$ cat config.mk
export PLATFORM = sky130hd
export DESIGN_NAME = rgb_to_sixteen_color_quantizer_top_flat
export DESIGN_NICKNAME = d
export VERILOG_FILES = /design/src/rtl/rscq_pkg.sv /design/src/rtl/rscq_pixel_if.sv /design/src/rtl/rscq_color_if.sv /design/src/rtl/rgb_to_sixteen_color_quantizer_top.sv /design/src/rtl/rscq_cfg_regs.sv /design/src/rtl/rscq_classify.sv /design/src/flat_wrapper.sv
export SDC_FILE = /design/constraint.sdc
export NUM_CORES = 1
export LEC_CHECK = 0
export CAP_MARGIN = 40
export CORE_UTILIZATION = 70
export CTS_BUF_LIST = sky130_fd_sc_hd__clkbuf_8
export CTS_CLUSTER_DIAMETER = 40
export CTS_CLUSTER_SIZE = 40
export DETAILED_ROUTE_END_ITERATION = 8
export DONT_BUFFER_PORTS = 1
export PLACE_DENSITY = 0.86
export SKIP_LAST_GASP = 1
export SYNTH_ARGS = -nofsm -noshare
export SYNTH_HDL_FRONTEND = slang
export SYNTH_SLANG_ARGS = --single-unit
$ cat constraint.sdc
create_clock -name clk_i -period 14.6 [get_ports clk_i]
set_input_delay 2.92 -clock clk_i [delete_from_list [all_inputs] [get_ports clk_i]]
set_output_delay 2.92 -clock clk_i [all_outputs]
set_load 0.02 [all_outputs]
$ cat src/rtl/rscq_pkg.sv
`default_nettype none

package rscq_pkg;

  localparam int unsigned ChanW = 8;
  localparam int unsigned CfgIdxW = 2;

  // floor(s / 3) for s <= 765 as (s * 683) >> 11
  localparam int unsigned SumW = ChanW + 2;
  localparam int unsigned ProdW = 20;
  localparam logic [ProdW-1:0] MeanRecip = 20'd683;
  localparam int unsigned MeanShift = 11;

  localparam logic [ChanW-1:0] LevelBright = 8'hFF;
  localparam logic [ChanW-1:0] LevelDark = 8'h80;
  localparam logic [ChanW-1:0] LevelGray = 8'hC0;
  localparam logic [ChanW-1:0] LevelOff = 8'h00;

  localparam logic [ChanW-1:0] ChromaThresholdRst = 8'd127;
  localparam logic [ChanW-1:0] BrightnessSplitRst = 8'd127;
  localparam logic [ChanW-1:0] WhiteLevelRst = 8'd191;
  localparam logic [ChanW-1:0] GrayLevelRst = 8'd127;

  typedef enum logic [CfgIdxW-1:0] {
    CfgChromaThreshold = 2'd0,
    CfgBrightnessSplit = 2'd1,
    CfgWhiteLevel      = 2'd2,
    CfgGrayLevel       = 2'd3
  } cfg_idx_e;

  typedef enum logic [3:0] {
    ClsBlack       = 4'd0,
    ClsRed         = 4'd1,
    ClsGreen       = 4'd2,
    ClsBlue        = 4'd3,
    ClsYellow      = 4'd4,
    ClsMagenta     = 4'd5,
    ClsCyan        = 4'd6,
    ClsWhite       = 4'd7,
    ClsGray        = 4'd8,
    ClsDarkRed     = 4'd9,
    ClsDarkGreen   = 4'd10,
    ClsDarkBlue    = 4'd11,
    ClsDarkYellow  = 4'd12,
    ClsDarkMagenta = 4'd13,
    ClsDarkCyan    = 4'd14,
    ClsDarkGray    = 4'd15
  } color_class_e;

  typedef struct packed {
    logic [ChanW-1:0] chroma_threshold;
    logic [ChanW-1:0] brightness_split;
    logic [ChanW-1:0] white_level;
    logic [ChanW-1:0] gray_level;
  } cfg_t;

  typedef struct packed {
    logic [ChanW-1:0] red;
    logic [ChanW-1:0] green;
    logic [ChanW-1:0] blue;
  } pixel_t;

  typedef struct packed {
    color_class_e     color_class;
    logic [ChanW-1:0] out_red;
    logic [ChanW-1:0] out_green;
    logic [ChanW-1:0] out_blue;
  } result_t;

  // palette color of a class, packed red, green, blue
  function automatic pixel_t palette(color_class_e cls);
    pixel_t p;
    p = '{LevelOff, LevelOff, LevelOff};
    case (cls)
      ClsBlack:       p = '{LevelOff, LevelOff, LevelOff};
      ClsRed:         p = '{LevelBright, LevelOff, LevelOff};
      ClsGreen:       p = '{LevelOff, LevelBright, LevelOff};
      ClsBlue:        p = '{LevelOff, LevelOff, LevelBright};
      ClsYellow:      p = '{LevelBright, LevelBright, LevelOff};
      ClsMagenta:     p = '{LevelBright, LevelOff, LevelBright};
      ClsCyan:        p = '{LevelOff, LevelBright, LevelBright};
      ClsWhite:       p = '{LevelBright, LevelBright, LevelBright};
      ClsGray:        p = '{LevelGray, LevelGray, LevelGray};
      ClsDarkRed:     p = '{LevelDark, LevelOff, LevelOff};
      ClsDarkGreen:   p = '{LevelOff, LevelDark, LevelOff};
      ClsDarkBlue:    p = '{LevelOff, LevelOff, LevelDark};
      ClsDarkYellow:  p = '{LevelDark, LevelDark, LevelOff};
      ClsDarkMagenta: p = '{LevelDark, LevelOff, LevelDark};
      ClsDarkCyan:    p = '{LevelOff, LevelDark, LevelDark};
      ClsDarkGray:    p = '{LevelDark, LevelDark, LevelDark};
      default:        p = '{LevelOff, LevelOff, LevelOff};
    endcase
    return p;
  endfunction

endpackage

`default_nettype wire

$ cat src/rtl/rscq_pixel_if.sv
`default_nettype none

interface rscq_pixel_if;
  logic       valid;
  logic       ready;
  logic [7:0] red;
  logic [7:0] green;
  logic [7:0] blue;

  modport source (output valid, output red, output green, output blue, input ready);
  modport sink (input valid, input red, input green, input blue, output ready);
endinterface

`default_nettype wire

$ cat src/rtl/rscq_color_if.sv
`default_nettype none

interface rscq_color_if;
  logic       valid;
  logic       ready;
  logic [3:0] color_class;
  logic [7:0] out_red;
  logic [7:0] out_green;
  logic [7:0] out_blue;

  modport source (
    output valid, output color_class, output out_red, output out_green, output out_blue,
    input ready
  );
  modport sink (
    input valid, input color_class, input out_red, input out_green, input out_blue,
    output ready
  );
endinterface

`default_nettype wire

$ cat src/rtl/rgb_to_sixteen_color_quantizer_top.sv
// An accepted pixel word passes the input register, then the result register.
// Throughput: 1 pixel per cycle; the input register and the result register
// each advance whenever the stage behind them is empty or being drained.
// Reset: rst_ni asynchronous, active low; empties both stages and loads the
// threshold registers with 127, 127, 191, 127.
`default_nettype none

module rgb_to_sixteen_color_quantizer_top (
  input  wire logic                         clk_i,
  input  wire logic                         rst_ni,
  rscq_pixel_if.sink                        pixel_i,
  rscq_color_if.source                      color_o,
  input  wire logic                         cfg_we_i,
  input  wire logic [rscq_pkg::CfgIdxW-1:0] cfg_index_i,
  input  wire logic [rscq_pkg::ChanW-1:0]   cfg_wdata_i
);
  import rscq_pkg::*;

  cfg_t    cfg;
  logic    in_v_q;
  pixel_t  in_pix_q;
  logic    out_v_q;
  result_t out_res_q;
  result_t res_d;
  logic    in_rdy;
  logic    out_rdy;

  rscq_cfg_regs u_cfg_regs (
    .clk_i       (clk_i),
    .rst_ni      (rst_ni),
    .cfg_we_i    (cfg_we_i),
    .cfg_index_i (cfg_index_i),
    .cfg_wdata_i (cfg_wdata_i),
    .cfg_o       (cfg)
  );

  rscq_classify u_classify (
    .pix_i (in_pix_q),
    .cfg_i (cfg),
    .res_o (res_d)
  );

  assign out_rdy = !out_v_q || color_o.ready;
  assign in_rdy  = !in_v_q || out_rdy;

  always_ff @(posedge clk_i or negedge rst_ni) begin
    if (!rst_ni) begin
      in_v_q  <= 1'b0;
      out_v_q <= 1'b0;
    end else begin
      if (in_rdy) begin
        in_v_q <= pixel_i.valid;
      end
      if (out_rdy) begin
        out_v_q <= in_v_q;
      end
    end
  end

  // payload registers: load only on a move
  always_ff @(posedge clk_i) begin
    if (pixel_i.valid && in_rdy) begin
      in_pix_q <= '{pixel_i.red, pixel_i.green, pixel_i.blue};
    end
    if (in_v_q && out_rdy) begin
      out_res_q <= res_d;
    end
  end

  assign pixel_i.ready        = in_rdy;
  assign color_o.valid        = out_v_q;
  assign color_o.color_class  = out_res_q.color_class;
  assign color_o.out_red      = out_res_q.out_red;
  assign color_o.out_green    = out_res_q.out_green;
  assign color_o.out_blue     = out_res_q.out_blue;

  a_no_dark_gray: assert property (@(posedge clk_i) disable iff (!rst_ni)
    out_v_q |-> out_res_q.color_class != ClsDarkGray)
    else $error("dark gray class produced");

  a_palette_match: assert property (@(posedge clk_i) disable iff (!rst_ni)
    out_v_q |-> {out_res_q.out_red, out_res_q.out_green, out_res_q.out_blue}
                == palette(out_res_q.color_class))
    else $error("output color does not match its class");

  a_accept_fills: assert property (@(posedge clk_i) disable iff (!rst_ni)
    (pixel_i.valid && pixel_i.ready) |=> in_v_q)
    else $error("accepted pixel word not held in input stage");

  a_stall_holds: assert property (@(posedge clk_i) disable iff (!rst_ni)
    (in_v_q && !out_rdy) |=> (in_v_q && $stable(in_pix_q)))
    else $error("input stage lost a pixel word during output stall");

endmodule

`default_nettype wire

$ cat src/rtl/rscq_cfg_regs.sv
`default_nettype none

module rscq_cfg_regs (
  input  wire logic                          clk_i,
  input  wire logic                          rst_ni,
  input  wire logic                          cfg_we_i,
  input  wire logic [rscq_pkg::CfgIdxW-1:0]  cfg_index_i,
  input  wire logic [rscq_pkg::ChanW-1:0]    cfg_wdata_i,
  output rscq_pkg::cfg_t                     cfg_o
);
  import rscq_pkg::*;

  cfg_t cfg_q;

  always_ff @(posedge clk_i or negedge rst_ni) begin
    if (!rst_ni) begin
      cfg_q.chroma_threshold <= ChromaThresholdRst;
      cfg_q.brightness_split <= BrightnessSplitRst;
      cfg_q.white_level      <= WhiteLevelRst;
      cfg_q.gray_level       <= GrayLevelRst;
    end else if (cfg_we_i) begin
      case (cfg_idx_e'(cfg_index_i))
        CfgChromaThreshold: cfg_q.chroma_threshold <= cfg_wdata_i;
        CfgBrightnessSplit: cfg_q.brightness_split <= cfg_wdata_i;
        CfgWhiteLevel:      cfg_q.white_level      <= cfg_wdata_i;
        CfgGrayLevel:       cfg_q.gray_level       <= cfg_wdata_i;
        default: ;
      endcase
    end
  end

  assign cfg_o = cfg_q;

endmodule

`default_nettype wire

$ cat src/rtl/rscq_classify.sv
`default_nettype none

module rscq_classify (
  input  wire rscq_pkg::pixel_t pix_i,
  input  wire rscq_pkg::cfg_t   cfg_i,
  output rscq_pkg::result_t     res_o
);
  import rscq_pkg::*;

  logic [ChanW:0]   sum_rg, sum_rb, sum_gb;
  logic [ChanW-1:0] avg_rg, avg_rb, avg_gb;
  logic [SumW-1:0]  sum_all;
  logic [ProdW-1:0] mean_prod;
  logic [ChanW-1:0] mean;
  logic [ChanW-1:0] cand [6];
  logic [ChanW-1:0] comp [6];
  logic [5:0]       dom;
  logic             dark;
  color_class_e     cls;
  pixel_t           pal;

  assign sum_rg = {1'b0, pix_i.red} + {1'b0, pix_i.green};
  assign sum_rb = {1'b0, pix_i.red} + {1'b0, pix_i.blue};
  assign sum_gb = {1'b0, pix_i.green} + {1'b0, pix_i.blue};
  assign avg_rg = sum_rg[ChanW:1];
  assign avg_rb = sum_rb[ChanW:1];
  assign avg_gb = sum_gb[ChanW:1];

  assign sum_all   = SumW'(pix_i.red) + SumW'(pix_i.green) + SumW'(pix_i.blue);
  assign mean_prod = ProdW'(sum_all) * MeanRecip;
  assign mean      = mean_prod[MeanShift +: ChanW];

  // candidates in priority order: red, green, blue, yellow, magenta, cyan
  assign cand[0] = pix_i.red;   assign comp[0] = avg_gb;
  assign cand[1] = pix_i.green; assign comp[1] = avg_rb;
  assign cand[2] = pix_i.blue;  assign comp[2] = avg_rg;
  assign cand[3] = avg_rg;      assign comp[3] = pix_i.blue;
  assign cand[4] = avg_rb;      assign comp[4] = pix_i.green;
  assign cand[5] = avg_gb;      assign comp[5] = pix_i.red;

  // a - b > thr rewritten as a > b + thr to stay unsigned
  always_comb begin
    for (int k = 0; k < 6; k++) begin
      dom[k] = {1'b0, cand[k]} > ({1'b0, comp[k]} + {1'b0, cfg_i.chroma_threshold});
    end
  end

  assign dark = mean <= cfg_i.brightness_split;

  always_comb begin
    if (dom[0]) begin
      cls = dark ? ClsDarkRed : ClsRed;
    end else if (dom[1]) begin
      cls = dark ? ClsDarkGreen : ClsGreen;
    end else if (dom[2]) begin
      cls = dark ? ClsDarkBlue : ClsBlue;
    end else if (dom[3]) begin
      cls = dark ? ClsDarkYellow : ClsYellow;
    end else if (dom[4]) begin
      cls = dark ? ClsDarkMagenta : ClsMagenta;
    end else if (dom[5]) begin
      cls = dark ? ClsDarkCyan : ClsCyan;
    end else if (mean > cfg_i.white_level) begin
      cls = ClsWhite;
    end else if (mean > cfg_i.gray_level) begin
      cls = ClsGray;
    end else begin
      cls = ClsBlack;
    end
  end

  assign pal = palette(cls);

  assign res_o.color_class = cls;
  assign res_o.out_red     = pal.red;
  assign res_o.out_green   = pal.green;
  assign res_o.out_blue    = pal.blue;

endmodule

`default_nettype wire

$ cat src/flat_wrapper.sv
// flat-port wrapper written by rule: the top's interface ports become plain ports
module rgb_to_sixteen_color_quantizer_top_flat import rscq_pkg::*;
  (clk_i, rst_ni, cfg_we_i, cfg_index_i, cfg_wdata_i, pixel_i_valid, pixel_i_red, pixel_i_green, pixel_i_blue, pixel_i_ready, color_o_valid, color_o_color_class, color_o_out_red, color_o_out_green, color_o_out_blue, color_o_ready);
  rscq_pixel_if pixel_i_i ();
  rscq_color_if color_o_i ();
  input  wire logic clk_i;
  input  wire logic rst_ni;
  input  wire logic cfg_we_i;
  input  wire logic [rscq_pkg::CfgIdxW-1:0] cfg_index_i;
  input  wire logic [rscq_pkg::ChanW-1:0] cfg_wdata_i;
  input wire logic [$bits(pixel_i_i.valid)-1:0] pixel_i_valid;
  input wire logic [$bits(pixel_i_i.red)-1:0] pixel_i_red;
  input wire logic [$bits(pixel_i_i.green)-1:0] pixel_i_green;
  input wire logic [$bits(pixel_i_i.blue)-1:0] pixel_i_blue;
  output wire logic [$bits(pixel_i_i.ready)-1:0] pixel_i_ready;
  output wire logic [$bits(color_o_i.valid)-1:0] color_o_valid;
  output wire logic [$bits(color_o_i.color_class)-1:0] color_o_color_class;
  output wire logic [$bits(color_o_i.out_red)-1:0] color_o_out_red;
  output wire logic [$bits(color_o_i.out_green)-1:0] color_o_out_green;
  output wire logic [$bits(color_o_i.out_blue)-1:0] color_o_out_blue;
  input wire logic [$bits(color_o_i.ready)-1:0] color_o_ready;
  assign pixel_i_i.valid = pixel_i_valid;
  assign pixel_i_i.red = pixel_i_red;
  assign pixel_i_i.green = pixel_i_green;
  assign pixel_i_i.blue = pixel_i_blue;
  assign pixel_i_ready = pixel_i_i.ready;
  assign color_o_valid = color_o_i.valid;
  assign color_o_color_class = color_o_i.color_class;
  assign color_o_out_red = color_o_i.out_red;
  assign color_o_out_green = color_o_i.out_green;
  assign color_o_out_blue = color_o_i.out_blue;
  assign color_o_i.ready = color_o_ready;
  rgb_to_sixteen_color_quantizer_top u_core (.clk_i(clk_i), .rst_ni(rst_ni), .pixel_i(pixel_i_i), .color_o(color_o_i), .cfg_we_i(cfg_we_i), .cfg_index_i(cfg_index_i), .cfg_wdata_i(cfg_wdata_i));
endmodule
==> flow_summary.toml, run 1 <==
[setup_path]
critical_path_class = "register to register"
slowest_stage = "edfxtp_1"
critPathMostFrequentCell = "inv_1"
arrival_ps = 10050
slowest_delay_ps = 580
cp.required_ps = 14710
setup.worst_path.end_class = "register"
critPathLaunchType = "register"
path_max_fanout = 7

[clock_tree]
cts.path.max_buffers = 2
h-tree-depth = 3
clk_pin_slew_ps = 80
cts_root_buf = "clkbuf_8"
hold_buffers = 0
cts_tree = "done"
post_cts_resized = 0
cts_sinks = 71
cts_made_buffers = 9
cts_setup_buffers = 0
insertion_delay_ps = 380

[grt]
grt_usage_pct = 32.73
antenna_found_initial = 0
grt_pass1_wl_mm = 32.92
grt_pass1_vias = 6945
gr-total-overflow = 0
grt_max_degree = 35

[layout]
fin_nets = 1185
final_cell_mix = "210 x ha_1, 128 x inv_1, 71 x a21oi_1"
synthToLayoutAreaGrowth_pct = 4.336
layout-drive-gt1-share_pct = 10.09
fill_cells = 874
multi_input_area_sq_mm = 0.006409
final_common_cell = "ha_1"
regArea_sq_mm = 0.001997
stdcell_count = 1075

[floorplan]
start_util_pct = 71.63
die_width_um = 115.4
ioPinCount = 69
rows = 41
die_area_sq_mm = 0.01332
die_h_um = 115.4
core_area_sq_mm = 0.01257

[timing]
period_share_pct = 68.05
rsz0062_at_grt = "false"
holdWs_ps = 488.2
slew_headroom_pct = 61.18
fin_ws_ps = 4665
finalHoldViolCount = 0
setup_viol = 0
fin_crit_ps = 9935
fin_skew_ps = 13.59
worst_slew_pin_slew_ps = 577.4
drv_slew = 0
finalSetupTns_ps = 0
fmax_ghz = 0.1007

[logic_synthesis]
async_reset_ff_share_pct = 47.89
syn_nets = 1185
yosys-top-cells-area = "ha_1 29%, edfxtp_1 12%, fa_1 8.7%"
synth_area_sq_mm = 0.009002
synth_cell_type_count = 58
ys_seq_area_share_pct = 22.18
yosysTopAreaCellShare_pct = 29.19
synth-seq-cells = 71
postSynthCellCount = 897
syn-mean-instance-area_sq_um = 10.04
synth_ff_type = "edfxtp_1"
yosys_warnings = 0
synth-edff-count = 37
yosysTopAreaCell = "ha_1"

[placed_design]
port_buffers = 0
pre_cts_slack_ps = 4702
hpwl_mm = 16.85
dp_cells = 1058
place_congestion = 0.9325

[routing]
post-route-drc-count = 0
vias = 6638
first_pass_iters = 5
totalWireLength_mm = 20.12
vias_per_cell = 6.175
drt-initial-drc-count = 457
wl_per_cell_um = 18.71
ant_nets = 0

[worst_hold_path]
hold_path.class = "register to register"

[flow_run]
drv_cap = 0

[outcome]
outcome = "finished clean"
cell type report:
type	instances	area share (%)
Clock inverter	7	0.7593
Sequential cell	71	21.26
Timing Repair Buffer	5	1.039
Clock buffer	9	1.319
Inverter	127	5.075
Multi-Input combinational cell	683	68.23
Tap cell	172	2.291
Antenna cell	1	0.02664
cells by family after synthesis:
family,count (synthesis),synth area share [%]
AO/OA/AOI/OAI,210,15.76
XOR/XNOR,66,6.421
buffers and inverters,143,6.630
adder cells (fa/ha/maj),249,37.86
multiplexers,31,3.878
AND/OR/NAND/NOR,127,7.269
flip-flops,71,22.18
worst max-delay path, delay by kind of cell, from the launching register on:
| kind | cells | cell delay [ps] |
|---|---|---|
| AO/OA/AOI/OAI | 18 | 3700 |
| XOR/XNOR | 2 | 400 |
| buffers and inverters | 10 | 820 |
| adder cells (fa/ha/maj) | 11 | 4000 |
| flip-flops | 1 | 580 |
| AND/OR/NAND/NOR | 1 | 190 |
routing by layer:
| metal | wire length, um | global-route usage, % | share of wire (%) | up-vias |
|---|---|---|---|---|
| met5 | 0 | 0 | 0 | - |
| met3 | 1122 | 6.695 | 5.6 | 43 |
| met4 | 550 | 12.12 | 2.7 | 0 |
| met2 | 9995 | 57.49 | 50 | 172 |
| met1 | 8448 | 39.51 | 42 | 3229 |
| li1 | - | - | - | 3194 |
state kept, by name, indices dropped and copies added, names as in the netlist:
| signal | flops |
|---|---|
| u_core.u_cfg_regs.cfg_o | 32 |
| u_core.color_o.out_red | 3 |
| u_core.color_o.valid | 1 |
| u_core.color_o.out_blue | 3 |
| u_core.in_pix_q | 24 |
| u_core.in_v_q | 1 |
| u_core.color_o.out_green | 3 |
| u_core.color_o.color_class | 4 |
cell usage after synthesis (5+ instances only):
cell type,instances
xnor2_1,45
nand3_1,15
xor2_1,21
dfrtp_1,6
mux2_2,31
o21a_1,8
buf_4,16
o21ai_0,23
nand4_1,9
a21oi_1,71
nor2_1,33
nand2b_1,7
fa_1,39
o2111ai_1,5
o21bai_1,28
edfxtp_1,37
ha_1,210
dfstp_2,28
nor2b_1,12
inv_1,127
nand2_1,15
a21o_1,31
nor3_1,12
worst paths after layout:
path	from	end	slack (ps)	cells after the start
worst min-delay path	u_core.in_v_q	u_core.color_o.valid	490	1
worst max register to register	u_core.in_pix_q[1]	u_core.color_o.out_red[6]	4670	42
min in group asynchronous	rst_ni	u_core.u_cfg_regs.cfg_o[23]	2230	0
max in group asynchronous	rst_ni	u_core.u_cfg_regs.cfg_o[16]	12190	0
worst min register to register	u_core.in_v_q	u_core.color_o.valid	490	1
worst max-delay path	u_core.in_pix_q[1]	u_core.color_o.out_red[6]	4670	42
metrics by stage:
step	cell area, sq um	utilization (%)
final	9393	74.73
after global routing	9390	74.71
after CTS	9390	74.71
after floorplan	9002	-
after global placement	9112	72.50
after detailed placement	9195	73.16
Power of run 1 is not shown: default switching activity piles up to over one toggle a cycle in this logic, so the estimate is an artifact.
==> inputs of run 2 (changes only) <==
ABC_AREA = 1   (was unset)
CORE_UTILIZATION = 68   (was 70)
PLACE_DENSITY = 0.84   (was 0.86)
clock period = 9.15 ns   (was 14.6 ns; I/O delays follow)
==> flow_summary.toml, run 2 <==
[logic_synthesis]
async_reset_ff_share_pct = 47.89
yosys_warnings = 0
synth-edff-count = 37
yosysTopAreaCell = "ha_1"
synth_common_cells = "210 x ha_1, 201 x inv_1, 199 x nand2_1, 79 x a21oi_1, 49 x o21ai_0"
synth-seq-cells = 71
yosysTopAreaCellShare_pct = 27.87
yosysMostFrequentCell = "ha_1"
syn_nets = 1404
synth_cell_type_count = 42
ys_seq_area_share_pct = 21.18
postSynthCellCount = 1116
synth_area_sq_mm = 0.009429
synth_ff_type = "edfxtp_1"
syn-mean-instance-area_sq_um = 8.449
yosys-top-cells-area = "ha_1 28%, edfxtp_1 12%, fa_1 8.3%"

[timing]
slew_headroom_pct = 42.27
finalHoldViolCount = 0
fin_crit_ps = 8650
worst_slew_pin_slew_ps = 865.0
fin_skew_ps = 10.71
period_share_pct = 94.53
drv_slew = 0
fin_ws_ps = 500.3
setup_viol = 0
fmax_ghz = 0.1156

[clock_tree]
cts_made_buffers = 9
cts.path.max_buffers = 2
h-tree-depth = 3
cts_tree = "done"
clk_pin_slew_ps = 80
insertion_delay_ps = 380
cts_sinks = 71
cts_root_buf = "clkbuf_8"

[grt]
gr-total-overflow = 0
grt_pass1_wl_mm = 35.74
grt_pass1_vias = 7758
grt_max_degree = 35
grt_usage_pct = 32.09
antenna_found_initial = 0

[layout]
final_common_cell = "ha_1"
n_antenna_cell = 0
layout-drive-gt1-share_pct = 9.397
largest_reg_flops = 32
final_util_pct = 74.23
final_cell_mix = "210 x ha_1, 202 x inv_1, 199 x nand2_1"
synthToLayoutAreaGrowth_pct = 5.494
fin_nets = 1411

[floorplan]
core_area_sq_mm = 0.01340
rows = 42
ioPinCount = 69
die_area_sq_mm = 0.01434
die_width_um = 119.8
die_h_um = 119.8
start_util_pct = 70.36

[worst_hold_path]
hold_path.class = "register to register"

[setup_path]
crit_buf_inv = 8
slowest_stage = "fa_1"
path_max_fanout = 6
slowest_delay_ps = 530
critPathLaunchType = "register"
setup.worst_path.end_class = "register"
cp.required_ps = 9290
arrival_ps = 8790
critical_path_class = "register to register"
critPathMostFrequentCell = "nand2_1"
crit_family = "adder cells"

[routing]
ant_nets = 0
first_pass_iters = 5
post-route-drc-count = 0
vias = 7455
wl_per_cell_um = 16.33
drt-initial-drc-count = 439
vias_per_cell = 5.717
totalWireLength_mm = 21.30

[flow_run]
drv_cap = 0

[placed_design]
port_buffers = 0
pre_cts_slack_ps = 372.7
place_congestion = 0.9084
hpwl_mm = 17.06

[outcome]
outcome = "finished clean"
-- run 2: cell types whose count changed after synthesis, moves of 19 or more --
cell | before | now
o21ai_0 | 23 | 49
inv_1 | 127 | 201
nand3_1 | 15 | 39
nand2_1 | 15 | 199
a21o_1 | 31 | 12
mux2_2 | 31 | 0
-- run 2: logic make-up (layout without fill, tap and decap cells) --
group | Yosys count | in the layout | synth area share, %
flip-flops | 71 | 71 | 21.18
XOR/XNOR | 72 | 72 | 6.688
AND/OR/NAND/NOR | 321 | 321 | 15.68
adder cells (fa/ha/maj) | 249 | 249 | 36.15
AO/OA/AOI/OAI | 175 | 175 | 10.60
buffers and inverters | 228 | 240 | 9.700
-- run 2: tightest hold or removal path: stages (launching register included) --
cell     delay [ps]
dfstp_2         370
nand2_1          50
o21ai_0          70
-- run 2: through the flow --
step / instances / TNS (ps) / hold WS, ps / area (sq um)
6_report: 1304 / 0 / 494.4 / 9947
2_1_floorplan: 1116 / 0 / 447.1 / 9429
5_1_grt: 1304 / -52.44 / 518.3 / 9947
4_1_cts: 1294 / 0 / 494.2 / 9864
3_3_place_gp: 1274 / 0 / 463.8 / 9529
3_5_place_dp: 1278 / 0 / 475.9 / 9594
-- run 2: layout make-up --
type,count,area (sq um)
clock inverter,6,132.6
fill,976,3453
tap,176,220.2
sequential,71,1997
timing repair buffer,15,147.6
multi-input combinational,817,6525
clock buffer,10,137.6
inverter,209,787.0
-- run 2: metal layers --
| layer | wire length (um) | share of wire [%] | vias up | GRT usage, % |
|---|---|---|---|---|
| met5 | 0 | 0 | - | 0 |
| met4 | 920 | 4.3 | 0 | 15.31 |
| met3 | 1068 | 5.0 | 69 | 5.418 |
| met2 | 10270 | 48 | 222 | 55.82 |
| met1 | 9043 | 42 | 3489 | 38.43 |
| li1 | - | - | 3675 | - |
-- run 2: what timing repair did --
| item | 4_1_cts | 5_1_grt |
|---|---|---|
| hold buffers | 0 | 0 |
| resized for setup | 0 | 1 |
| buffers inserted | 0 | 10 |
| setup endpoints to repair | 0 | 9 |
-- run 2: path summary, 6_finish.rpt --
| check | end | slack, ps | depth (start not counted) | from |
|---|---|---|---|---|
| max in group asynchronous | u_core.u_cfg_regs.cfg_o[25] | 7830 | 0 | rst_ni |
| worst max register to register | u_core.color_o.out_blue[7] | 500 | 44 | u_core.in_pix_q[1] |
| min in group asynchronous | u_core.u_cfg_regs.cfg_o[14] | 1130 | 0 | rst_ni |
| worst max-delay path | u_core.color_o.out_blue[7] | 500 | 44 | u_core.in_pix_q[1] |
| worst min-delay path | u_core.u_cfg_regs.cfg_o[20] | 490 | 2 | u_core.u_cfg_regs.cfg_o[20] |
| worst min register to register | u_core.u_cfg_regs.cfg_o[20] | 490 | 2 | u_core.u_cfg_regs.cfg_o[20] |
Power of run 2 is left out for the same reason.
